### src/design/tccc_pkg.sv
package tccc_pkg;

    // Screen geometry and blink period
    localparam int COLUMNS     = 102;
    localparam int ROWS        = 40;
    localparam int BLINK_TICKS = 50;

    // Field widths
    localparam int COL_W    = 7;
    localparam int ROW_W    = 6;
    localparam int TICK_W   = 6;
    localparam int CHAR_W   = 8;
    localparam int COLOR_W  = 32;
    localparam int ACTION_W = 2;
    localparam int CFG_IDX_W = 2;

    // Commands per input item
    localparam int MAX_CMDS = 4;
    localparam int CMD_IDX_W = $clog2(MAX_CMDS);
    localparam int CMD_CNT_W = $clog2(MAX_CMDS + 1);

    // Control characters
    localparam logic [CHAR_W-1:0] CHAR_NEWLINE   = 8'h0A;
    localparam logic [CHAR_W-1:0] CHAR_RETURN    = 8'h0D;
    localparam logic [CHAR_W-1:0] CHAR_TAB       = 8'h09;
    localparam logic [CHAR_W-1:0] CHAR_BACKSPACE = 8'h08;
    localparam int TAB_STOP = 8;

    // Reset values of the configuration registers
    localparam logic [COLOR_W-1:0] FG_RESET = 32'hFFFF_FFFF;
    localparam logic [COLOR_W-1:0] BG_RESET = 32'h0000_0000;

    typedef enum logic [ACTION_W-1:0] {
        ACT_PRINT      = 2'd0,
        ACT_TICK       = 2'd1,
        ACT_SET_CURSOR = 2'd2
    } action_t;

    typedef enum logic [1:0] {
        CMD_BAR    = 2'd0,
        CMD_GLYPH  = 2'd1,
        CMD_ERASE  = 2'd2,
        CMD_SCROLL = 2'd3
    } command_t;

    typedef enum logic [CFG_IDX_W-1:0] {
        CFG_FOREGROUND = 2'd0,
        CFG_BACKGROUND = 2'd1,
        CFG_ENABLED    = 2'd2
    } cfg_index_t;

    typedef struct packed {
        command_t             command;
        logic [CHAR_W-1:0]    glyph;
        logic [COL_W-1:0]     col;
        logic [ROW_W-1:0]     row;
        logic [COLOR_W-1:0]   color;
    } cmd_t;

    typedef struct packed {
        cmd_t [MAX_CMDS-1:0]  cmds;
        logic [CMD_CNT_W-1:0] count;
    } batch_t;

    typedef struct packed {
        logic [COL_W-1:0]  col;
        logic [ROW_W-1:0]  row;
        logic              shown;
        logic [TICK_W-1:0] ticks;
    } cursor_t;

    typedef struct packed {
        logic [COLOR_W-1:0] fg;
        logic [COLOR_W-1:0] bg;
        logic               enabled;
    } config_t;

endpackage

### src/design/text_console_cursor_controller.sv
// Text console cursor controller.
// Input channel (s_*): one console event per transaction: print a character,
// timer tick, or set the cursor position. Output channel (m_*): drawing
// commands for a blitter, one per transaction, m_last marking the final
// command of an event. Configuration channel (cfg_*): writes foreground
// color, background color and enable; always ready, to be used while idle.
// An accepted event is decoded in the same cycle and its one to four
// commands are stored as a batch; a batch is offered once the older batch
// has left, and one command leaves per cycle while m_ready is high. Events
// that draw nothing (ticks that do not toggle, disabled block, ignored moves)
// store no batch. Two batches are held: a new event is taken while the
// previous batch is still draining, so a steady stream is bounded by the
// single output port.
// When the receiver stalls, the current command holds and input stops once
// both batch slots are full.
// Reset: cursor at column 0 row 0, shown, blink counter 0, block disabled,
// foreground all ones, background zero, no commands pending.
module text_console_cursor_controller
    import tccc_pkg::*;
(
    input  logic                 aclk,
    input  logic                 aresetn,

    input  logic                 s_valid,
    output logic                 s_ready,
    input  logic [ACTION_W-1:0]  s_action,
    input  logic [CHAR_W-1:0]    s_char_code,
    input  logic [COL_W-1:0]     s_target_col,
    input  logic [ROW_W-1:0]     s_target_row,

    output logic                 m_valid,
    input  logic                 m_ready,
    output logic [1:0]           m_command,
    output logic [CHAR_W-1:0]    m_glyph_code,
    output logic [COL_W-1:0]     m_cell_col,
    output logic [ROW_W-1:0]     m_cell_row,
    output logic [COLOR_W-1:0]   m_color,
    output logic                 m_last,

    input  logic                 cfg_valid,
    output logic                 cfg_ready,
    input  logic [CFG_IDX_W-1:0] cfg_index,
    input  logic [COLOR_W-1:0]   cfg_data
);

    config_t  cfg_reg;
    cursor_t  cursor_reg;
    cursor_t  cursor_next;
    batch_t   plan_batch;
    batch_t   slot_reg [2];
    logic     wr_ptr_reg;
    logic     rd_ptr_reg;
    logic [1:0] fill_reg;
    logic [1:0] fill_next;
    logic [CMD_IDX_W-1:0] idx_reg;
    batch_t   head;
    cmd_t     head_cmd;
    logic     s_fire;
    logic     m_fire;
    logic     push;
    logic     pop;

    tccc_plan u_plan (
        .action     (s_action),
        .char_code  (s_char_code),
        .target_col (s_target_col),
        .target_row (s_target_row),
        .cur        (cursor_reg),
        .cfg        (cfg_reg),
        .nxt        (cursor_next),
        .batch      (plan_batch)
    );

    assign cfg_ready = 1'b1;
    assign s_ready   = (fill_reg != 2'd2);
    assign s_fire    = s_valid && s_ready;
    assign push      = s_fire && (plan_batch.count != '0);

    // Present the current command of the oldest batch
    assign head     = slot_reg[rd_ptr_reg];
    assign head_cmd = head.cmds[idx_reg];
    assign m_valid  = (fill_reg != 2'd0);
    assign m_command    = head_cmd.command;
    assign m_glyph_code = head_cmd.glyph;
    assign m_cell_col   = head_cmd.col;
    assign m_cell_row   = head_cmd.row;
    assign m_color      = head_cmd.color;
    assign m_last       = (CMD_CNT_W'(idx_reg) + CMD_CNT_W'(1) == head.count);
    assign m_fire       = m_valid && m_ready;
    assign pop          = m_fire && m_last;

    assign fill_next = fill_reg + {1'b0, push} - {1'b0, pop};

    // Configuration registers
    always_ff @(posedge aclk) begin
        if (!aresetn) begin
            cfg_reg.fg      <= FG_RESET;
            cfg_reg.bg      <= BG_RESET;
            cfg_reg.enabled <= 1'b0;
        end else if (cfg_valid && cfg_ready) begin
            unique case (cfg_index)
                CFG_FOREGROUND: cfg_reg.fg      <= cfg_data;
                CFG_BACKGROUND: cfg_reg.bg      <= cfg_data;
                CFG_ENABLED:    cfg_reg.enabled <= cfg_data[0];
                default:        cfg_reg         <= cfg_reg;
            endcase
        end
    end

    // Cursor state advances on every accepted transaction
    always_ff @(posedge aclk) begin
        if (!aresetn) begin
            cursor_reg.col   <= '0;
            cursor_reg.row   <= '0;
            cursor_reg.shown <= 1'b1;
            cursor_reg.ticks <= '0;
        end else if (s_fire) begin
            cursor_reg <= cursor_next;
        end
    end

    // Store a new batch
    always_ff @(posedge aclk) begin
        if (push) begin
            slot_reg[wr_ptr_reg] <= plan_batch;
        end
    end

    // Batch queue pointers and command index
    always_ff @(posedge aclk) begin
        if (!aresetn) begin
            wr_ptr_reg <= 1'b0;
            rd_ptr_reg <= 1'b0;
            fill_reg   <= 2'd0;
            idx_reg    <= '0;
        end else begin
            fill_reg <= fill_next;
            if (push) begin
                wr_ptr_reg <= ~wr_ptr_reg;
            end
            if (pop) begin
                rd_ptr_reg <= ~rd_ptr_reg;
                idx_reg    <= '0;
            end else if (m_fire) begin
                idx_reg <= idx_reg + CMD_IDX_W'(1);
            end
        end
    end

    a_fill_bound: assert property (@(posedge aclk) disable iff (!aresetn)
        fill_reg <= 2'd2)
        else $error("batch queue overflow");

    a_head_nonempty: assert property (@(posedge aclk) disable iff (!aresetn)
        m_valid |-> (head.count != '0 && CMD_CNT_W'(idx_reg) < head.count))
        else $error("command index beyond batch");

    a_idx_restart: assert property (@(posedge aclk) disable iff (!aresetn)
        pop |=> (idx_reg == '0))
        else $error("command index not restarted after last command");

    a_cursor_range: assert property (@(posedge aclk) disable iff (!aresetn)
        (cursor_reg.col < COL_W'(COLUMNS)) && (cursor_reg.row < ROW_W'(ROWS)))
        else $error("cursor left the screen");

endmodule

### src/design/tccc_plan.sv
module tccc_plan
    import tccc_pkg::*;
(
    input  logic [ACTION_W-1:0] action,
    input  logic [CHAR_W-1:0]   char_code,
    input  logic [COL_W-1:0]    target_col,
    input  logic [ROW_W-1:0]    target_row,
    input  cursor_t             cur,
    input  config_t             cfg,
    output cursor_t             nxt,
    output batch_t              batch
);

    function automatic cmd_t make_cmd(command_t c, logic [CHAR_W-1:0] g,
                                      logic [COL_W-1:0] x, logic [ROW_W-1:0] y,
                                      logic [COLOR_W-1:0] clr);
        cmd_t r;
        r.command = c;
        r.glyph   = g;
        r.col     = x;
        r.row     = y;
        r.color   = clr;
        return r;
    endfunction

    // Work out the new cursor state and the command list for one item
    always_comb begin
        logic [COL_W:0]     col8;
        logic [ROW_W:0]     row7;
        logic [TICK_W:0]    tick7;
        logic [CMD_CNT_W-1:0] n;

        nxt   = cur;
        batch = '0;
        n     = '0;
        col8  = {1'b0, cur.col};
        row7  = {1'b0, cur.row};
        tick7 = {1'b0, cur.ticks} + (TICK_W+1)'(1);

        unique case (action)
            ACT_TICK: begin
                if (tick7 >= (TICK_W+1)'(BLINK_TICKS)) begin
                    nxt.ticks = '0;
                    nxt.shown = ~cur.shown;
                    if (cfg.enabled) begin
                        batch.cmds[0] = make_cmd(CMD_BAR, '0, cur.col, cur.row,
                                                 cur.shown ? cfg.bg : cfg.fg);
                        n = CMD_CNT_W'(1);
                    end
                end else begin
                    nxt.ticks = tick7[TICK_W-1:0];
                end
            end
            ACT_PRINT: begin
                if (cfg.enabled) begin
                    // hide the bar at the old place
                    batch.cmds[0] = make_cmd(CMD_BAR, '0, cur.col, cur.row, cfg.bg);
                    n = CMD_CNT_W'(1);
                    priority if (char_code == CHAR_NEWLINE) begin
                        col8 = '0;
                        row7 = row7 + (ROW_W+1)'(1);
                    end else if (char_code == CHAR_RETURN) begin
                        col8 = '0;
                    end else if (char_code == CHAR_TAB) begin
                        col8 = (col8 + (COL_W+1)'(TAB_STOP))
                             & ~(COL_W+1)'(TAB_STOP - 1);
                    end else if (char_code == CHAR_BACKSPACE) begin
                        if (col8 != '0) begin
                            col8 = col8 - (COL_W+1)'(1);
                            batch.cmds[n[CMD_IDX_W-1:0]] =
                                make_cmd(CMD_ERASE, '0, col8[COL_W-1:0], cur.row, cfg.bg);
                            n = n + CMD_CNT_W'(1);
                        end
                    end else begin
                        batch.cmds[n[CMD_IDX_W-1:0]] =
                            make_cmd(CMD_GLYPH, char_code, cur.col, cur.row, cfg.fg);
                        n    = n + CMD_CNT_W'(1);
                        col8 = col8 + (COL_W+1)'(1);
                    end
                    // wrap to the next line
                    if (col8 >= (COL_W+1)'(COLUMNS)) begin
                        col8 = '0;
                        row7 = row7 + (ROW_W+1)'(1);
                    end
                    // scroll when the cursor falls off the bottom
                    if (row7 >= (ROW_W+1)'(ROWS)) begin
                        batch.cmds[n[CMD_IDX_W-1:0]] =
                            make_cmd(CMD_SCROLL, '0, '0, ROW_W'(ROWS - 1), cfg.bg);
                        n    = n + CMD_CNT_W'(1);
                        row7 = row7 - (ROW_W+1)'(1);
                    end
                    nxt.col   = col8[COL_W-1:0];
                    nxt.row   = row7[ROW_W-1:0];
                    nxt.shown = 1'b1;
                    batch.cmds[n[CMD_IDX_W-1:0]] =
                        make_cmd(CMD_BAR, '0, col8[COL_W-1:0], row7[ROW_W-1:0], cfg.fg);
                    n = n + CMD_CNT_W'(1);
                end
            end
            ACT_SET_CURSOR: begin
                if (cfg.enabled && target_col < COL_W'(COLUMNS)
                    && target_row < ROW_W'(ROWS)) begin
                    batch.cmds[0] = make_cmd(CMD_BAR, '0, cur.col, cur.row, cfg.bg);
                    batch.cmds[1] = make_cmd(CMD_BAR, '0, target_col, target_row, cfg.fg);
                    n         = CMD_CNT_W'(2);
                    nxt.col   = target_col;
                    nxt.row   = target_row;
                    nxt.shown = 1'b1;
                end
            end
            default: begin
                n = '0;
            end
        endcase

        batch.count = n;
    end

endmodule

### config.mk
export PLATFORM = sky130hd
export DESIGN_NAME = text_console_cursor_controller
export DESIGN_NICKNAME = d
export VERILOG_FILES = /design/src/design/tccc_pkg.sv /design/src/design/text_console_cursor_controller.sv /design/src/design/tccc_plan.sv
export SDC_FILE = /design/constraint.sdc
export NUM_CORES = 1
export LEC_CHECK = 0
export BUFFER_PORTS_ARGS = -buffer_cell sky130_fd_sc_hd__buf_2
export CORE_MARGIN = 2
export CORE_UTILIZATION = 40
export DETAILED_ROUTE_END_ITERATION = 10
export PLACE_DENSITY_LB_ADDON = 0.25
export SLEW_MARGIN = 20
export SYNTH_ARGS = -nofsm -noshare
export SYNTH_HDL_FRONTEND = slang
export SYNTH_SLANG_ARGS = --single-unit
### constraint.sdc
create_clock -name aclk -period 24.4 [get_ports aclk]
set_input_delay 4.88 -clock aclk [delete_from_list [all_inputs] [get_ports aclk]]
set_output_delay 4.88 -clock aclk [all_outputs]
set_load 0.01 [all_outputs]
Yosys cells after proc, flatten, opt, wreduce, memory -nomap -nowiden
Memories as Yosys holds them, arrays and structs flattened. A register that Yosys moved wholly into a read port is not among the register bits.
Cells that the tools add are included.
Widths: inputs -> output; s select.
- register bits: 91
- latch bits: 0
- RAM bits: 446
- bits in read-only memories: 0
- bits of input ports: 62
- output and inout bits: 59
- logic and storage cells: 144
- memories: 1
- memories (memory ; depth ; width ; read ports ; clocked after Yosys merged registers in ; wr ports ; line ; source):
    slot_reg ; 2 ; 223 ; 1 ; 1 ; 1 ; text_console_cursor_controller.sv:50 ; batch_t slot_reg [2];
- add/sub/neg operators: 13
- multipliers: 0
- divide/modulo/power cells: 0
- order comparisons: 10
- equality and inequality tests: 13
- shift operators: 0
- multiplexer cells: 70
- bitwise gates (word level): 4
- reduce and logical (&&, ||, !) cells: 22
- operators with widths (operator ; number):
    $mux 220 ; 4
    $mux 55 ; 11
    $bwmux 220 ; 2
    $demux 55 s2 ; 2
    $pmux 55 s3 ; 1
    $bmux 55 s2 ; 1
    $mux 110 ; 1
    $pmux 55 s2 ; 1
    $mux 100 ; 1
    $mux 7 ; 9
    $mux 8 ; 7
    $mux 45 ; 1
    $eq 8x4->1 const B ; 4
    $mux 32 ; 1
    $mux 3 ; 10
    $mux 14 ; 2
    $pmux 13 s2 ; 1
    $mux 6 ; 4
    $add 6x1->7 const B ; 2
    $ge 7x6->1 const B ; 2
    $lt 2x3->1 const B ; 3
    $pmux 3 s3 ; 1
    $add 7x1->8 const B ; 1
    $add 7x4->8 const B ; 1
    other kinds (30) ; 59

Longest topological paths before layout
- depth after elaboration: 23
- depth in mapped cells: 28

Modules after synthesis
A second synthesis with hierarchy kept.
- cells, all modules: 1740
- area, all modules: 24816.3 µm²
- by module, submodules not included (module ; instances ; cells an instance ; area an instance (µm²) ; seq. area each (µm²)):
    text_console_cursor_controller ; 1 ; 1060 ; 20524.7 ; 15234.6
    tccc_plan ; 1 ; 680 ; 4291.6 ; 0.0

Worst setup path before layout
OpenSTA, ideal clock, no wires.
- path kind: in2reg
- from: input s_char_code[5]
- to: register wr_ptr_reg
- data arrival time: 17539 ps
- slack: 6765 ps
- stages on the path: 20
- path buffers: 1
- cell sequence: or3_4 > nor4_4 > mux2_1 > a211oi_1 > nor3_2 > a21oi_4 > mux2_4 > nand2_4 > inv_2 > ha_1 > inv_1 > ha_1 > clkbuf_1 > inv_1 > ha_1 > nor2_1 > nor2_1 > a21o_1 > nor2_1 > o21a_1
- RTL lines (item ; line ; source):
    start: declaration ; text_console_cursor_controller.sv:27 ; input logic [CHAR_W-1:0] s_char_code,
    end signal: assignment ; text_console_cursor_controller.sv:139 ; wr_ptr_reg <= ~wr_ptr_reg;
    end: declaration ; text_console_cursor_controller.sv:51 ; logic wr_ptr_reg;

==> results.toml <==
[worst_setup_path]
critPathMaxFanout = 182
cp.required_ns = 24.60
endpoint_kind = "flop"
crit_arrival_ns = 11.87
criticalPathCategory = "in -> reg"
critPathLaunchType = "primary input"

[global_routing]
grt_max_degree = 189
globalRoute.totalOverflow = 0
grt_pass1_vias = 14822
antenna_found_initial = 0
grt_use_total = 0.200
grt_first_pass_wirelength_um = 90500

[die]
start_util = 0.403
core_area_mm2 = 0.0563
num_io_pins = 121
die_w_um = 242
die_h_um = 242
row_count = 87
die-area_mm2 = 0.0587

[sta]
fmax_ghz = 0.0856
drv_slew = 0
rsz0062_at_grt = "no"
clock_skew_ns = 0.0456
hold_viol_final = 0
final.setup.tns_ns = 0
min_period_over_period = 0.479
setup_viol = 0
slew_headroom = 0.121
max_slew.worst_pin.slew_ns = 1.32
period_needed_ns = 11.68

[placed_design]
port_buffers = 119
dp_hpwl_um = 34600
gp_congestion = 0.868

[synth]
synth-edff-count = 392
yosysMostFrequentCell = "edfxtp_1"
synthArstFlopShare = 0
synth_warnings = 0
yosysTopAreaCellShare = 0.519
yosysUniqueCellTypes = 78
avgSynthCellArea_um2 = 13.2
ys_ff_latch = 484
synth_top_family_by_area = "multiplexers"
synthAdderAreaFrac = 0.0127
synthMuxAreaShare = 0.122
synthesis.instances = 1717
synthTopCellsByArea = "edfxtp_1, mux4_2, dfxtp_1, nand2_1, a22o_1"
synthTopCellsByCount = "edfxtp_1, nand2_1, clkbuf_1"
synth-xor-area-share = 0.0127
synth-compound-area-share = 0.112
synth_area_mm2 = 0.0227
synthSimpleGateAreaFrac = 0.114
synth_ff_type = "edfxtp_1"
yosysTopAreaCell = "edfxtp_1"
ys_seq_area_frac = 0.600

[clock_tree]
cts_tree = "done"
cts-root-buf = "clkbuf_16"
clkSinkCount = 484
numCtsBuffers = 50
clock_latency_ns = 0.62
clock_path_buffers = 3
cts_hold_buf = 0
clk_pin_slew_worst_paths_ns = 0.06
post-cts-setup-buffer-count = 0
htreeDepth = 2
cts_resized = 0

[layout]
largest_reg_flops = 392
regArea_mm2 = 0.0136
layout-area-overhead-vs-synth_pct = 13.2
nFillCells = 5046
multi_input_area_mm2 = 0.00856
layout-drive-gt1-share = 0.216
nets = 1869
insertedDiodeCount = 0

[drt]
vias = 14888
drc = 0
via_per_inst = 5.77
drt.antenna.violating_nets = 0
wl_per_cell_um = 23.0
dr.first_iter.drc_count = 1067
wirelength_um = 59400
drt_first_pass_iters = 5

[pwr]
fin_total_pwr_mw = 1.73
peakVddDrop_mv = 0.0505
powerDensity_mw_per_mm2 = 67.2
leakage_nw = 8.72

[run]
maxCapViolCount = 0

[run_status]
status = "finished clean"

[worst_hold_path]
timing.hold.worst.class = "reg -> reg"
worst max-delay path: stages:
cell	delay, ns
buf_2	0.12
or3_4	0.42
nor4_4	0.35
mux2_1	0.39
a211oi_1	0.34
nor3_2	0.12
a21oi_4	0.47
mux2_4	0.40
nand2_4	0.49
inv_2	0.17
ha_1	0.37
inv_1	0.10
ha_2	0.77
inv_1	0.10
ha_1	0.32
nor2_1	0.18
nor2_1	0.08
a21o_1	0.27
nor2_4	0.42
buf_12	0.63
path summary, 6_finish.rpt:
| kind | start | to | slack (ns) | cells after the start |
|---|---|---|---|---|
| setup / recovery | s_char_code[5] | slot_reg[1][211] | 12.72 | 20 |
| hold / removal | cursor_reg[5] | cursor_reg[5] | 0.51 | 2 |
| setup reg to reg | cursor_reg[14] | slot_reg[1][211] | 16.65 | 21 |
| hold reg to reg | cursor_reg[5] | cursor_reg[5] | 0.51 | 2 |
per-layer routing:
| metal | up-vias | GRT usage | part of all wire |
|---|---|---|---|
| met5 | - | 0 | 0 |
| met4 | 0 | 0.0514 | 0.019 |
| met3 | 77 | 0.0321 | 0.066 |
| met2 | 517 | 0.344 | 0.50 |
| met1 | 7555 | 0.265 | 0.42 |
| li1 | 6739 | - | - |
cells by family after synthesis:
group / after synthesis
flip-flops: 484
adder cells (fa/ha/maj): 23
AO/OA/AOI/OAI: 343
other: 2
XOR/XNOR: 32
AND/OR/NAND/NOR: 526
buffers and inverters: 151
multiplexers: 156
cell type report:
| class | instances | area share |
|---|---|---|
| Tap cell | 756 | 0.0368 |
| Clock inverter | 20 | 0.00920 |
| Inverter | 23 | 0.00336 |
| Multi-Input combinational cell | 1084 | 0.333 |
| Clock buffer | 74 | 0.0557 |
| Sequential cell | 484 | 0.530 |
| Timing Repair Buffer | 141 | 0.0316 |
cell usage in the layout, fill, tap and decap left out, drive strengths merged, types with 4 or more instances in the layout:
master	instances
a211oi	4
a21boi	38
a21oi	58
a221oi	32
a22o	65
and2	12
and3	46
buf	141
bufinv	4
clkbuf	74
clkinv	14
conb	4
dfxtp	92
edfxtp	392
ha	23
inv	24
mux2	47
mux2i	18
mux4	91
nand2	237
nand2b	9
nand3	48
nand4	11
nor2	71
nor2b	43
nor3	16
nor3b	7
o211a	9
o211ai	16
o21ai	44
o221ai	11
o31ai	34
or2	5
or3	5
xnor2	19
xor2	13
power by group:
group | switching [mW] | total, mW | leakage, nW | internal, mW
combinational | 0.0358 | 0.0576 | 3.47 | 0.0218
clock | 0.317 | 0.767 | 0.813 | 0.450
sequential | 0.00901 | 0.902 | 4.44 | 0.893
per-stage QoR:
stage          utilization  setup WS [ns]  instances  instance area [um2]  hold WS [ns]
2_1_floorplan            -           6.76       1719                22700         0.469
3_3_place_gp         0.426          12.38       2487                24000         0.492
3_5_place_dp         0.426          12.27       2487                24000         0.502
4_1_cts              0.456          12.88       2581                25700         0.510
5_1_grt              0.457          12.31       2582                25700         0.536
6_report             0.457          12.72       2582                25700         0.509
No activity file was read; power rests on OpenSTA's default activity.
